`src/prta_pkg.sv`:
```
package prta_pkg;

  localparam int FIELD_W           = 52;
  localparam int ADDR_W            = FIELD_W + 2;
  localparam int PAGE_BYTES        = 4096;
  localparam int PAGE_LOG2         = $clog2(PAGE_BYTES);
  localparam int DEF_TABLE_ENTRIES = 64;
  localparam int CFG_IDX_W         = 1;

  localparam logic MODE_ALLOC = 1'b0;
  localparam logic MODE_FREE  = 1'b1;

  localparam logic [CFG_IDX_W-1:0] CFG_REGION_START  = CFG_IDX_W'(0);
  localparam logic [CFG_IDX_W-1:0] CFG_REGION_LENGTH = CFG_IDX_W'(1);

  typedef struct packed {
    logic               mode;
    logic [FIELD_W-1:0] request_size;
    logic [FIELD_W-1:0] free_address;
  } in_item_t;

  typedef struct packed {
    logic               success;
    logic [FIELD_W-1:0] block_address;
    logic [FIELD_W-1:0] scrub_start;
    logic [FIELD_W-1:0] scrub_length;
  } out_item_t;

  typedef struct packed {
    logic               used;
    logic [FIELD_W-1:0] size;
    logic [FIELD_W-1:0] base;
  } entry_t;

  typedef enum logic [2:0] {
    ST_CLEAR,
    ST_IDLE,
    ST_SETUP,
    ST_WALK,
    ST_ROUND,
    ST_PLACE,
    ST_FCHK
  } state_t;

  typedef struct packed {
    logic load;
    logic idx_clr;
    logic idx_inc;
    logic sum_add;
    logic round;
    logic hit_cap;
    logic clear_wr;
    logic place_wr;
    logic free_wr;
    logic respond;
    logic ok;
  } ctrl_cmd_t;

  typedef struct packed {
    logic mode;
    logic used;
    logic base_hit;
    logic last;
    logic req_zero;
    logic len_zero;
    logic out_range;
    logic too_big;
    logic size_bad;
  } dp_status_t;

endpackage

```
`src/prta_ctrl.sv`:
```
module prta_ctrl (
  input  logic                   clk,
  input  logic                   rst_n,
  input  logic                   start,
  input  logic                   cfg_we,
  input  prta_pkg::dp_status_t   status,
  output prta_pkg::ctrl_cmd_t    cmd,
  output logic                   busy
);

  prta_pkg::state_t state_r;
  prta_pkg::state_t state_nxt;

  always_ff @(posedge clk) begin
    if (!rst_n) begin
      state_r <= prta_pkg::ST_CLEAR;
    end else begin
      state_r <= state_nxt;
    end
  end

  always_comb begin
    cmd       = '0;
    state_nxt = state_r;
    unique case (state_r)
      prta_pkg::ST_CLEAR: begin
        cmd.clear_wr = 1'b1;
        if (status.last) begin
          cmd.idx_clr = 1'b1;
          state_nxt   = prta_pkg::ST_IDLE;
        end else begin
          cmd.idx_inc = 1'b1;
        end
      end
      prta_pkg::ST_IDLE: begin
        if (start) begin
          cmd.load    = 1'b1;
          cmd.idx_clr = 1'b1;
          state_nxt   = prta_pkg::ST_SETUP;
        end
      end
      prta_pkg::ST_SETUP: begin
        if (status.mode == prta_pkg::MODE_ALLOC) begin
          if (status.req_zero || status.len_zero) begin
            cmd.respond = 1'b1;
            state_nxt   = prta_pkg::ST_IDLE;
          end else begin
            state_nxt = prta_pkg::ST_WALK;
          end
        end else begin
          if (status.out_range) begin
            cmd.respond = 1'b1;
            state_nxt   = prta_pkg::ST_IDLE;
          end else begin
            state_nxt = prta_pkg::ST_WALK;
          end
        end
      end
      prta_pkg::ST_WALK: begin
        if (status.mode == prta_pkg::MODE_ALLOC) begin
          if (!status.used) begin
            state_nxt = prta_pkg::ST_ROUND;
          end else begin
            cmd.sum_add = 1'b1;
            if (status.last) begin
              cmd.respond = 1'b1;
              state_nxt   = prta_pkg::ST_IDLE;
            end else begin
              cmd.idx_inc = 1'b1;
            end
          end
        end else begin
          if (status.used && status.base_hit) begin
            cmd.hit_cap = 1'b1;
            state_nxt   = prta_pkg::ST_FCHK;
          end else if (status.last) begin
            cmd.respond = 1'b1;
            state_nxt   = prta_pkg::ST_IDLE;
          end else begin
            cmd.idx_inc = 1'b1;
          end
        end
      end
      prta_pkg::ST_ROUND: begin
        cmd.round = 1'b1;
        state_nxt = prta_pkg::ST_PLACE;
      end
      prta_pkg::ST_PLACE: begin
        cmd.respond = 1'b1;
        state_nxt   = prta_pkg::ST_IDLE;
        if (!status.too_big) begin
          cmd.place_wr = 1'b1;
          cmd.ok       = 1'b1;
        end
      end
      prta_pkg::ST_FCHK: begin
        cmd.respond = 1'b1;
        state_nxt   = prta_pkg::ST_IDLE;
        if (!status.size_bad) begin
          cmd.free_wr = 1'b1;
          cmd.ok      = 1'b1;
        end
      end
      default: begin
        state_nxt = prta_pkg::ST_CLEAR;
        cmd.idx_clr = 1'b1;
      end
    endcase
    if (cfg_we) begin
      cmd.idx_clr = 1'b1;
      state_nxt   = prta_pkg::ST_CLEAR;
    end
  end

  assign busy = (state_r != prta_pkg::ST_IDLE);

endmodule

```
`config.mk`:
```
export PLATFORM = sky130hd
export DESIGN_NAME = prta_ctrl
export DESIGN_NICKNAME = d
export VERILOG_FILES = /design/src/prta_pkg.sv /design/src/prta_ctrl.sv
export SDC_FILE = /design/constraint.sdc
export NUM_CORES = 1
export LEC_CHECK = 0
export ABC_AREA = 1
export BUFFER_PORTS_ARGS = -buffer_cell sky130_fd_sc_hd__buf_4
export CAP_MARGIN = 40
export CORE_AREA = 4 4 41 43
export CTS_CLUSTER_SIZE = 28
export DETAILED_ROUTE_END_ITERATION = 10
export DIE_AREA = 0 0 45 47
export PLACE_DENSITY_LB_ADDON = 0.2
export SLEW_MARGIN = 20
export SYNTH_ARGS = -nofsm -noshare
export SYNTH_HDL_FRONTEND = slang
export SYNTH_SLANG_ARGS = --single-unit
```
`constraint.sdc`:
```
create_clock -name clk -period 2.4 [get_ports clk]
set_input_delay 0.72 -clock clk [delete_from_list [all_inputs] [get_ports clk]]
set_output_delay 0.72 -clock clk [all_outputs]
set_load 0.005 [all_outputs]
```
==> Word-level counts from Yosys, hierarchy flattened <==
Index checks and enable logic that the tools add are counted.
{ "totals": {"register_bits": 3, "input_bits": 13, "wordCells": 54} }
{ "op_classes": {"eq_ne": 8, "muxes": 38, "bitwise": 1, "n_reduce_logical": 6} }
{ "op_table": {"columns": ["cell", "n"], "rows": [
  ["1-bit two-way mux", 23],
  ["3-bit two-way mux", 6],
  ["3-bit case mux with 6 select lines", 1],
  ["3-bit equality test (second input constant)", 3],
  ["2-bit two-way mux", 4],
  ["3-bit by 2-bit equality test with 1-bit output (second input constant)", 2],
  ["1-bit case mux with 3 select lines", 2],
  ["5-bit OR reduction", 1],
  ["1-bit case mux with 2 select lines", 2],
  ["2-bit OR reduction", 2],
  ["3-bit by 1-bit equality test with 1-bit output (second input constant)", 1],
  ["3-bit zero test", 1],
  ["3-bit by 1-bit inequality test with 1-bit output (second input constant)", 1],
  ["2-bit inequality test (second input constant)", 1],
  ["1-bit logical AND", 1],
  ["1-bit logical OR", 1],
  ["1-bit NOT", 1]
]} }

==> Longest topological paths before layout <==
Gate-level depths: netlist (run 1).
{ "depth": {"word_depth": 4, "mapped_depth": 8, "depth_no_buf": 7} }

==> Least setup slack after synthesis (run 1) <==
No wires, ideal clock.
{ "synth_timing": {"path_kind": "input to output", "startpoint": "input port status[7] in the netlist's numbering", "endpoint": "output port cmd[8] in the netlist's numbering", "t_arrival_ns": 1.098, "setup_slack_ns": 0.582, "path_stages": 4, "cell_sequence": "inv_1 nand2_1 nand3_1 a21oi_1"} }
{ "synth_rtl": {"columns": ["element", "line", "source"], "rows": [
  ["from (decl)", "prta_ctrl.sv:6", "input prta_pkg::dp_status_t status,"],
  ["to (decl)", "prta_ctrl.sv:7", "output prta_pkg::ctrl_cmd_t cmd,"]
]} }

==> out/qor.csv, run 1 <==
stage,metric,value,unit
worst_setup_path,cp.required,1.68,ns
sta,slew_violations,0,
clocking,clk_pin_slew_worst_paths,0.04,ns
global_route,first_global_vias,410,
synth,yosysUniqueCellTypes,12,
floorplan,die_area,2120,sq um
placed_design,placed_area,531,sq um
global_route,antenna_found_initial,0,
worst_setup_path,cp.buffers_inverters,2,
sta,hold_violations,0,
synth,syn_area_per_cell,5.06,sq um
clocking,clock_path_buffers,2,
floorplan,fp-row-count,13,
global_route,overflow,0,
synth,synth_top_cell_by_area,dfxtp_1,
clocking,cts_setup_buffers,0,
drt,drt_pass1_iterations,4,
sta,fmax,463,MHz
worst_setup_path,cpPeakStageDelay,0.41,ns
sta,fin_skew,0.00184,ns
synth,ys_seq_area_share,17.7,%
synth,synthArstFlopShare,0,%
sta,setup_viol,0,
hold_path,min_path_type,flop to flop,
worst_setup_path,ff2ff_setup_slack,1.22,ns
synth,postSynthRegisterBits,3,
synth,synth-main-ff-cell,dfxtp_1,
drt,wl,975,um
global_route,grt_max_degree,9,
layout,num-fill-cells,161,
sta,tightest_slew,0.368,ns
worst_setup_path,crit_family,simple AND/OR/NAND/NOR gates,
floorplan,start_util,26.1,%
clocking,cts_sinks,3,
placed_design,globalplace.congestion,0.792,
layout,largest-register,state_r,
clocking,root_buffer,clkbuf_4,
drt,post_drt_wl_per_cell,8.94,um
drt,vias,471,
power_and_ir_drop,total_power,0.187,mW
floorplan,dieHeight,47,um
clocking,tritoncts,done,
layout,nNetsFinal,108,
status,outcome,completed,
worst_setup_path,worstSetupEndpointType,output pin,
clocking,cts-hold-fix-buffers,0,
synth,synth_edf_count,0,
clocking,insertion_delay,0.23,ns
sta,period_share,90.0,%
power_and_ir_drop,power_density,335,nW/um^2
worst_setup_path,startpoint_type,flop,
sta,fin_ws,0.241,ns
synth,syn_area,339,sq um
synth,synthCells,67,
clocking,cts_resized,0,
worst_setup_path,timing_worst_setup_path_type,flop to output pin,
layout,fin_area,557,sq um
sta,finalCriticalPeriod,2.16,ns
placed_design,hpwl,824,um
worst_setup_path,crit_fanout,6,
placed_design,portBuffers,24,
drt,drtAntennaViolNets,0,
clocking,cts_inserted_buffers,3,
floorplan,die_w,45,um
worst_setup_path,worst_path_max_delay_cell,dfxtp_1,
global_route,grt_pass1_wl,1620,um
power_and_ir_drop,max-vdd-ir-drop,0.433,mV
worst_setup_path,crit_arrival,1.44,ns
layout,largest_register_ffs,3,
global_route,track_usage,10.1,%
layout,area_growth,64.2,%
floorplan,coreArea,1300,sq um
synth,ys_warn_count,0,
sta,hold-worst-slack,0.693,ns
drt,avgViaCountPerCell,4.32,
layout,antenna_cells,0,
synth,synth_common_cells,"15 x inv_1, 15 x nand2_1, 13 x nor2_1",
synth,synth_fp_nets,80,
clocking,ctsHtreeMaxLevel,1,
sta,slew-limit-headroom,75.3,%
worst_setup_path,path_cells,inv_1 > nor3_1 > nand2_1 > o2111ai_1 > buf_4,
floorplan,ioPinCount,25,
synth,synth_top_area_share,17.7,%
drt,drt-initial-drc-count,5,
power_and_ir_drop,power_leakage,0.321,nW
synth,synth_area_leaders,"dfxtp_1 18%, inv_1 17%, nand2_1 17%",
layout,largestRegisters,state_r: 3 flops,
sta,rsz0062_at_grt,no,
placed_design,post-place-ws,0.339,ns
drt,drc_errors,0,
job,maxCapViolations,0,
sta,setup-tns-final,0,ns
layout,layout-drive-gt1-share,29.8,%
[per-stage QoR]
step           cells  utilization, %
2_1_floorplan     67               -
3_3_place_gp     105            40.8
3_5_place_dp     105            40.8
4_1_cts          109            42.8
5_1_grt          109            42.8
6_report         109            42.8
[cell families (layout without fill, tap and decap cells)]
group	count (synthesis)	in the layout	synth area share (%)
compound gates	4	4	7.38
simple gates	44	44	56.1
buf+inv	16	43	18.8
flops	3	3	17.7
[report_power, final]
group          internal, mW  switching, mW  total [mW]
registers            0.0514        0.00201      0.0534
logic                0.0259         0.0209      0.0469
clock network        0.0622         0.0241      0.0863
[placed cells by master, fill, tap and decap left out]
cell type,netlist,routed
nand3_1,10,10
nor3_1,2,2
inv_1,15,15
buf_4,1,24
clkbuf_4,0,3
nand4_1,3,3
dfxtp_1,3,3
nor2_1,13,13
o22ai_1,1,1
nor2_2,1,1
clkbuf_1,0,1
a21oi_1,2,2
nand2_1,15,15
o2111ai_1,1,1
[layer usage]
layer	part of all wire (%)	global-route usage (%)
met1	46	13.8
met3	8.4	3.83
met4	0	0
met5	0	0
met2	46	16.1
[layout make-up]
type	instances	area, sq um	share of cell area, %
Inverter	15	56.3	10.1
Multi-Input combinational cell	48	215	38.7
Tap cell	15	18.8	3.37
Sequential cell	3	60.1	10.8
Clock buffer	4	26.3	4.72
Timing Repair Buffer	24	180	32.4
[path summary, 6_finish.rpt]
kind                                    to  depth (start not counted)  startpoint
worst min-delay path            state_r[2]                          3  state_r[0]
worst max-delay path                cmd[9]                          5  state_r[0]
worst max register to register  state_r[1]                          6  state_r[0]
worst min register to register  state_r[2]                          3  state_r[0]
[worst reg2reg max path, stage by stage, from the launching register on]
cell and delay [ns]:
dfxtp_1 0.41, inv_1 0.13, nor3_1 0.31, nor2_1 0.10, nand3_1 0.09, nand2_1 0.05
inv_1 0.04
No activity file was read; power rests on OpenSTA's default activity.
==> run 2: changes to the inputs <==
--- a/config.mk
+++ b/config.mk
@@ -5,7 +5,6 @@
 export SDC_FILE = /design/constraint.sdc
 export NUM_CORES = 1
 export LEC_CHECK = 0
-export ABC_AREA = 1
 export BUFFER_PORTS_ARGS = -buffer_cell sky130_fd_sc_hd__buf_4
 export CAP_MARGIN = 40
 export CORE_AREA = 4 4 41 43
==> out/qor.csv, run 2 <==
stage,metric,value,unit
layout,multiInputGateArea,268,sq um
synth,yosysUniqueCellTypes,26,
sta,setup-tns-final,0,ns
floorplan,start_util,27.2,%
worst_setup_path,crit_fanout,7,
floorplan,coreArea,1300,sq um
clocking,clock_path_buffers,2,
layout,antenna_cells,0,
layout,final_core_util,45.7,%
layout,largest_register_ffs,3,
synth,synth_area_leaders,"dfxtp_1 17%, a21oi_1 5.7%, nor3_1 5.7%",
synth,synth-main-ff-cell,dfxtp_1,
layout,final_common_cell,buf_4,
global_route,grtUsageMet1,13.9,%
synth,ys_seq_area_share,17.0,%
layout,layout-drive-gt1-share,45.6,%
worst_setup_path,worstSetupEndpointType,output pin,
clocking,clk_pin_slew_worst_paths,0.04,ns
clocking,tritoncts,done,
global_route,overflow,0,
power_and_ir_drop,power_density,323,nW/um^2
sta,rsz0062_at_grt,no,
synth,synth_most_common_cell,nand2_1,
clocking,cts_setup_buffers,0,
worst_setup_path,timing_worst_setup_path_type,primary input to output pin,
clocking,insertion_delay,0.23,ns
floorplan,ioPinCount,25,
placed_design,globalplace.congestion,0.737,
global_route,antenna_found_initial,0,
hold_path,min_path_type,flop to flop,
drt,wl,1010,um
clocking,cts_resized,0,
layout,register_area,60.1,sq um
sta,hold-worst-slack,0.667,ns
drt,avgViaCountPerCell,4.79,
global_route,grt_pass1_wl,1680,um
synth,ys_warn_count,0,
synth,postSynthRegisterBits,3,
placed_design,portBuffers,24,
clocking,cts_sinks,3,
synth,synth_top_cell_by_area,dfxtp_1,
global_route,grt_max_degree,16,
layout,area_growth,67.8,%
drt,post_drt_wl_per_cell,10.7,um
drt,drtAntennaViolNets,0,
worst_setup_path,startpoint_type,primary input,
global_route,track_usage,10.7,%
drt,drt-initial-drc-count,10,
sta,tightest_slew,0.221,ns
layout,num-fill-cells,137,
worst_setup_path,cp.required,1.68,ns
global_route,met3_usage,3.07,%
sta,fmax,439,MHz
floorplan,dieHeight,47,um
sta,setup_viol,0,
floorplan,fp-row-count,13,
floorplan,die_w,45,um
synth,syn_area_per_cell,7.08,sq um
global_route,grt_busiest_layer,met2,
synth,synth_fp_nets,63,
layout,layout_common_cells,"28 x buf_4, 5 x nand2_1, 4 x nor2_1, 4 x nor3_1, 4 x a21oi_1",
floorplan,die_area,2120,sq um
synth,synth_common_cells,"5 x nand2_1, 4 x a21oi_1, 4 x nor2_1, 4 x nor3_1",
power_and_ir_drop,power_leakage,0.272,nW
sta,fin_skew,0.00560,ns
sta,slew_violations,0,
global_route,met2_usage,16.4,%
sta,hold_violations,0,
job,maxCapViolations,0,
synth,synthArstFlopShare,0,%
clocking,ctsHtreeMaxLevel,1,
sta,finalCriticalPeriod,2.28,ns
synth,synthCells,50,
drt,drt_pass1_iterations,3,
clocking,cts_inserted_buffers,3,
global_route,first_global_vias,406,
layout,largestRegisters,state_r: 3 flops,
clocking,cts-hold-fix-buffers,0,
synth,synth_top_area_share,17.0,%
drt,drc_errors,0,
clocking,root_buffer,clkbuf_4,
sta,slew-limit-headroom,85.2,%
status,outcome,completed,
sta,period_share,95.0,%
synth,synth_edf_count,0,
drt,vias,450,
layout,largest-register,state_r,
synth,syn_area,354,sq um
worst_setup_path,crit_arrival,1.56,ns
layout,nNetsFinal,93,
power_and_ir_drop,max-vdd-ir-drop,0.208,mV
-- run 2: worst paths after layout --
| check | cells after the start | startpoint | to | slack (ns) |
|---|---|---|---|---|
| max | 6 | status[8] | cmd[1] | 0.12 |
| min | 3 | state_r[0] | state_r[2] | 0.67 |
| max reg2reg | 4 | state_r[1] | state_r[1] | 1.14 |
| min reg2reg | 3 | state_r[0] | state_r[2] | 0.67 |
-- run 2: kinds of logic after synthesis --
group / Yosys count / share of synthesized area (%)
AOI/OAI and AO/OA: 17 / 35.3
buffers and inverters: 6 / 7.42
DFF: 3 / 17.0
muxes: 1 / 2.83
and+or+nand+nor: 23 / 37.5
-- run 2: through the flow --
stage | cell area (sq um) | std cells | total power [mW] | setup slack, ns
after detailed placement | 568 | 90 | 0.107 | 0.128
after global placement | 568 | 90 | 0.107 | 0.120
final | 594 | 94 | 0.192 | 0.121
after CTS | 594 | 94 | 0.198 | 0.118
after global routing | 594 | 94 | 0.208 | 0.0504
after floorplan | 354 | 50 | 0.0755 | 0.386
-- run 2: metal layers --
metal	part of all wire, %	wire (um)	vias up
li1	-	-	243
met1	44	444	195
met2	49	491	12
met3	7.3	74	0
met4	0	0	0
met5	0	0	-
-- run 2: cell type report --
cell class | instances | share of cell area (%)
clock buffers | 4 | 4.42
flip-flops and latches | 3 | 10.1
repair buffers | 28 | 35.4
well taps | 15 | 3.16
inverters | 3 | 1.89
multi-input cells | 41 | 45.1
-- run 2: critical path, cell delays in order --
cell      delay [ns]
buf_4           0.12
nand3_2         0.10
o211ai_2        0.09
nor3b_1         0.07
a311o_1         0.31
buf_4           0.14
-- run 2: power by group --
part           leakage [nW]  internal [mW]  switching [mW]
combinational         0.233         0.0300          0.0230
clock                0.0150         0.0621          0.0241
sequential           0.0244         0.0515         0.00119
total                 0.272          0.144          0.0483
==> run 3: changes to the inputs <==
==> constraint.sdc (replaced) <==
create_clock -name clk -period 2.9 [get_ports clk]
set_input_delay 0.87 -clock clk [delete_from_list [all_inputs] [get_ports clk]]
set_output_delay 0.87 -clock clk [all_outputs]
set_load 0.005 [all_outputs]
==> out/qor.csv, run 3 (synthesis results as in run 2) <==
stage,metric,value,unit
sta,hold_violations,0,
sta,finalCriticalPeriod,2.64,ns
worst_setup_path,cp.required,2.03,ns
layout,area_growth,59.4,%
worst_setup_path,rr_startpoint,state_r[1],
sta,slew_violations,0,
worst_setup_path,worstSetupEndpointType,output pin,
job,maxCapViolations,0,
worst_setup_path,startpoint_type,primary input,
hold_path,hold_start,state_r[0],
worst_setup_path,worstSetupStartpoint,status[8],
clocking,cts_sinks,3,
sta,period_share,91.2,%
drt,drc_errors,0,
worst_setup_path,rr_worst_depth,4,
worst_setup_path,rr_endpoint,state_r[1],
sta,setup_viol,0,
drt,avgViaCountPerCell,4.89,
layout,nNetsFinal,89,
floorplan,coreArea,1300,sq um
sta,tightest_slew,0.465,ns
floorplan,dieHeight,47,um
placed_design,hpwl,767,um
drt,drt_pass1_iterations,4,
layout,largest-register,state_r,
floorplan,die_area,2120,sq um
drt,wl,988,um
sta,hold-worst-slack,0.758,ns
hold_path,min_to,state_r[1],
floorplan,die_w,45,um
layout,fin_area,564,sq um
worst_setup_path,crit_arrival,1.77,ns
clocking,tritoncts,done,
clocking,clock_path_buffers,2,
clocking,cts_resized,0,
sta,fmax,378,MHz
placed_design,globalplace.congestion,0.728,
clocking,insertion_delay,0.23,ns
worst_setup_path,timing_worst_setup_path_type,primary input to output pin,
sta,fin_skew,0.000644,ns
placed_design,place_inst,86,
placed_design,placed_area,538,sq um
layout,layout_common_cells,"24 x buf_4, 5 x nand2_1, 4 x nor2_1, 4 x nor3_1, 4 x a21oi_1",
clocking,cts_inserted_buffers,3,
floorplan,fp-row-count,13,
layout,layout.cells.non_filler,90,
floorplan,ioPinCount,25,
drt,drtAntennaViolNets,0,
hold_path,min_path_type,flop to flop,
clocking,cts_setup_buffers,0,
clocking,root_buffer,clkbuf_4,
placed_design,portBuffers,24,
layout,largestRegisters,state_r: 3 flops,
clocking,cts-hold-fix-buffers,0,
status,outcome,completed,
worst_setup_path,ff2ff_setup_slack,1.42,ns
global_route,grt_max_degree,17,
hold_path,hold_depth,1,
global_route,overflow,0,
clocking,ctsHtreeMaxLevel,1,
power_and_ir_drop,max-vdd-ir-drop,0.224,mV
power_and_ir_drop,total_power,0.158,mW
power_and_ir_drop,power_density,279,nW/um^2
sta,slew-limit-headroom,68.9,%
layout,antenna_cells,0,
layout,layout-drive-gt1-share,42.7,%
floorplan,start_util,27.2,%
sta,rsz0062_at_grt,no,
clocking,clk_pin_slew_worst_paths,0.04,ns
global_route,first_global_vias,344,
drt,post_drt_wl_per_cell,11.0,um
worst_setup_path,crit_fanout,7,
layout,final_common_cell,buf_4,
global_route,antenna_found_initial,0,
drt,vias,440,
drt,drt-initial-drc-count,1,
global_route,track_usage,10.1,%
sta,setup-tns-final,0,ns
global_route,grt_pass1_wl,1570,um
layout,largest_register_ffs,3,
power_and_ir_drop,power_leakage,0.252,nW
-- run 3: worst max path at each step --
stage | cells after the start | to
floorplan | 4 | cmd[1]
global placement | 5 | cmd[1]
detailed placement | 5 | cmd[1]
CTS | 5 | cmd[1]
global route | 5 | cmd[1]
finish | 5 | cmd[1]
-- run 3: worst max-delay path, cell delays in order --
cell	delay, ns
buf_4	0.14
o211ai_2	0.21
nor3b_1	0.08
a311o_1	0.34
buf_4	0.14
-- run 3: layout make-up --
cell class / count / area [sq um]
well taps: 15 / 18.8
flip-flops and latches: 3 / 60.1
repair buffers: 24 / 180
fillers: 136 / 737
inverters: 3 / 11.3
clock buffers: 4 / 26.3
multi-input cells: 41 / 268
-- run 3: per-layer routing --
metal | wire (um) | up-vias | share of wire (%) | track usage [%]
met3 | 69 | 0 | 7.0 | 4.21
met5 | 0 | - | 0 | 0
met1 | 454 | 192 | 46 | 14.5
met2 | 464 | 12 | 47 | 13.3
li1 | - | 236 | - | -
met4 | 0 | 0 | 0 | 3.51
-- run 3: per-stage QoR --
stage	utilization, %	setup slack, ns
final	43.4	0.256
after global routing	43.4	0.185
after CTS	43.4	0.257
after detailed placement	41.3	0.258
after global placement	41.3	0.280
after floorplan	-	0.586
-- run 3: report_power, final --
group	internal, mW	switching (mW)	leakage (nW)	total [mW]
Clock	0.0515	0.0202	0.0150	0.0716
Combinational	0.0234	0.0159	0.212	0.0394
Sequential	0.0426	0.00391	0.0244	0.0465
Total	0.118	0.0400	0.252	0.158
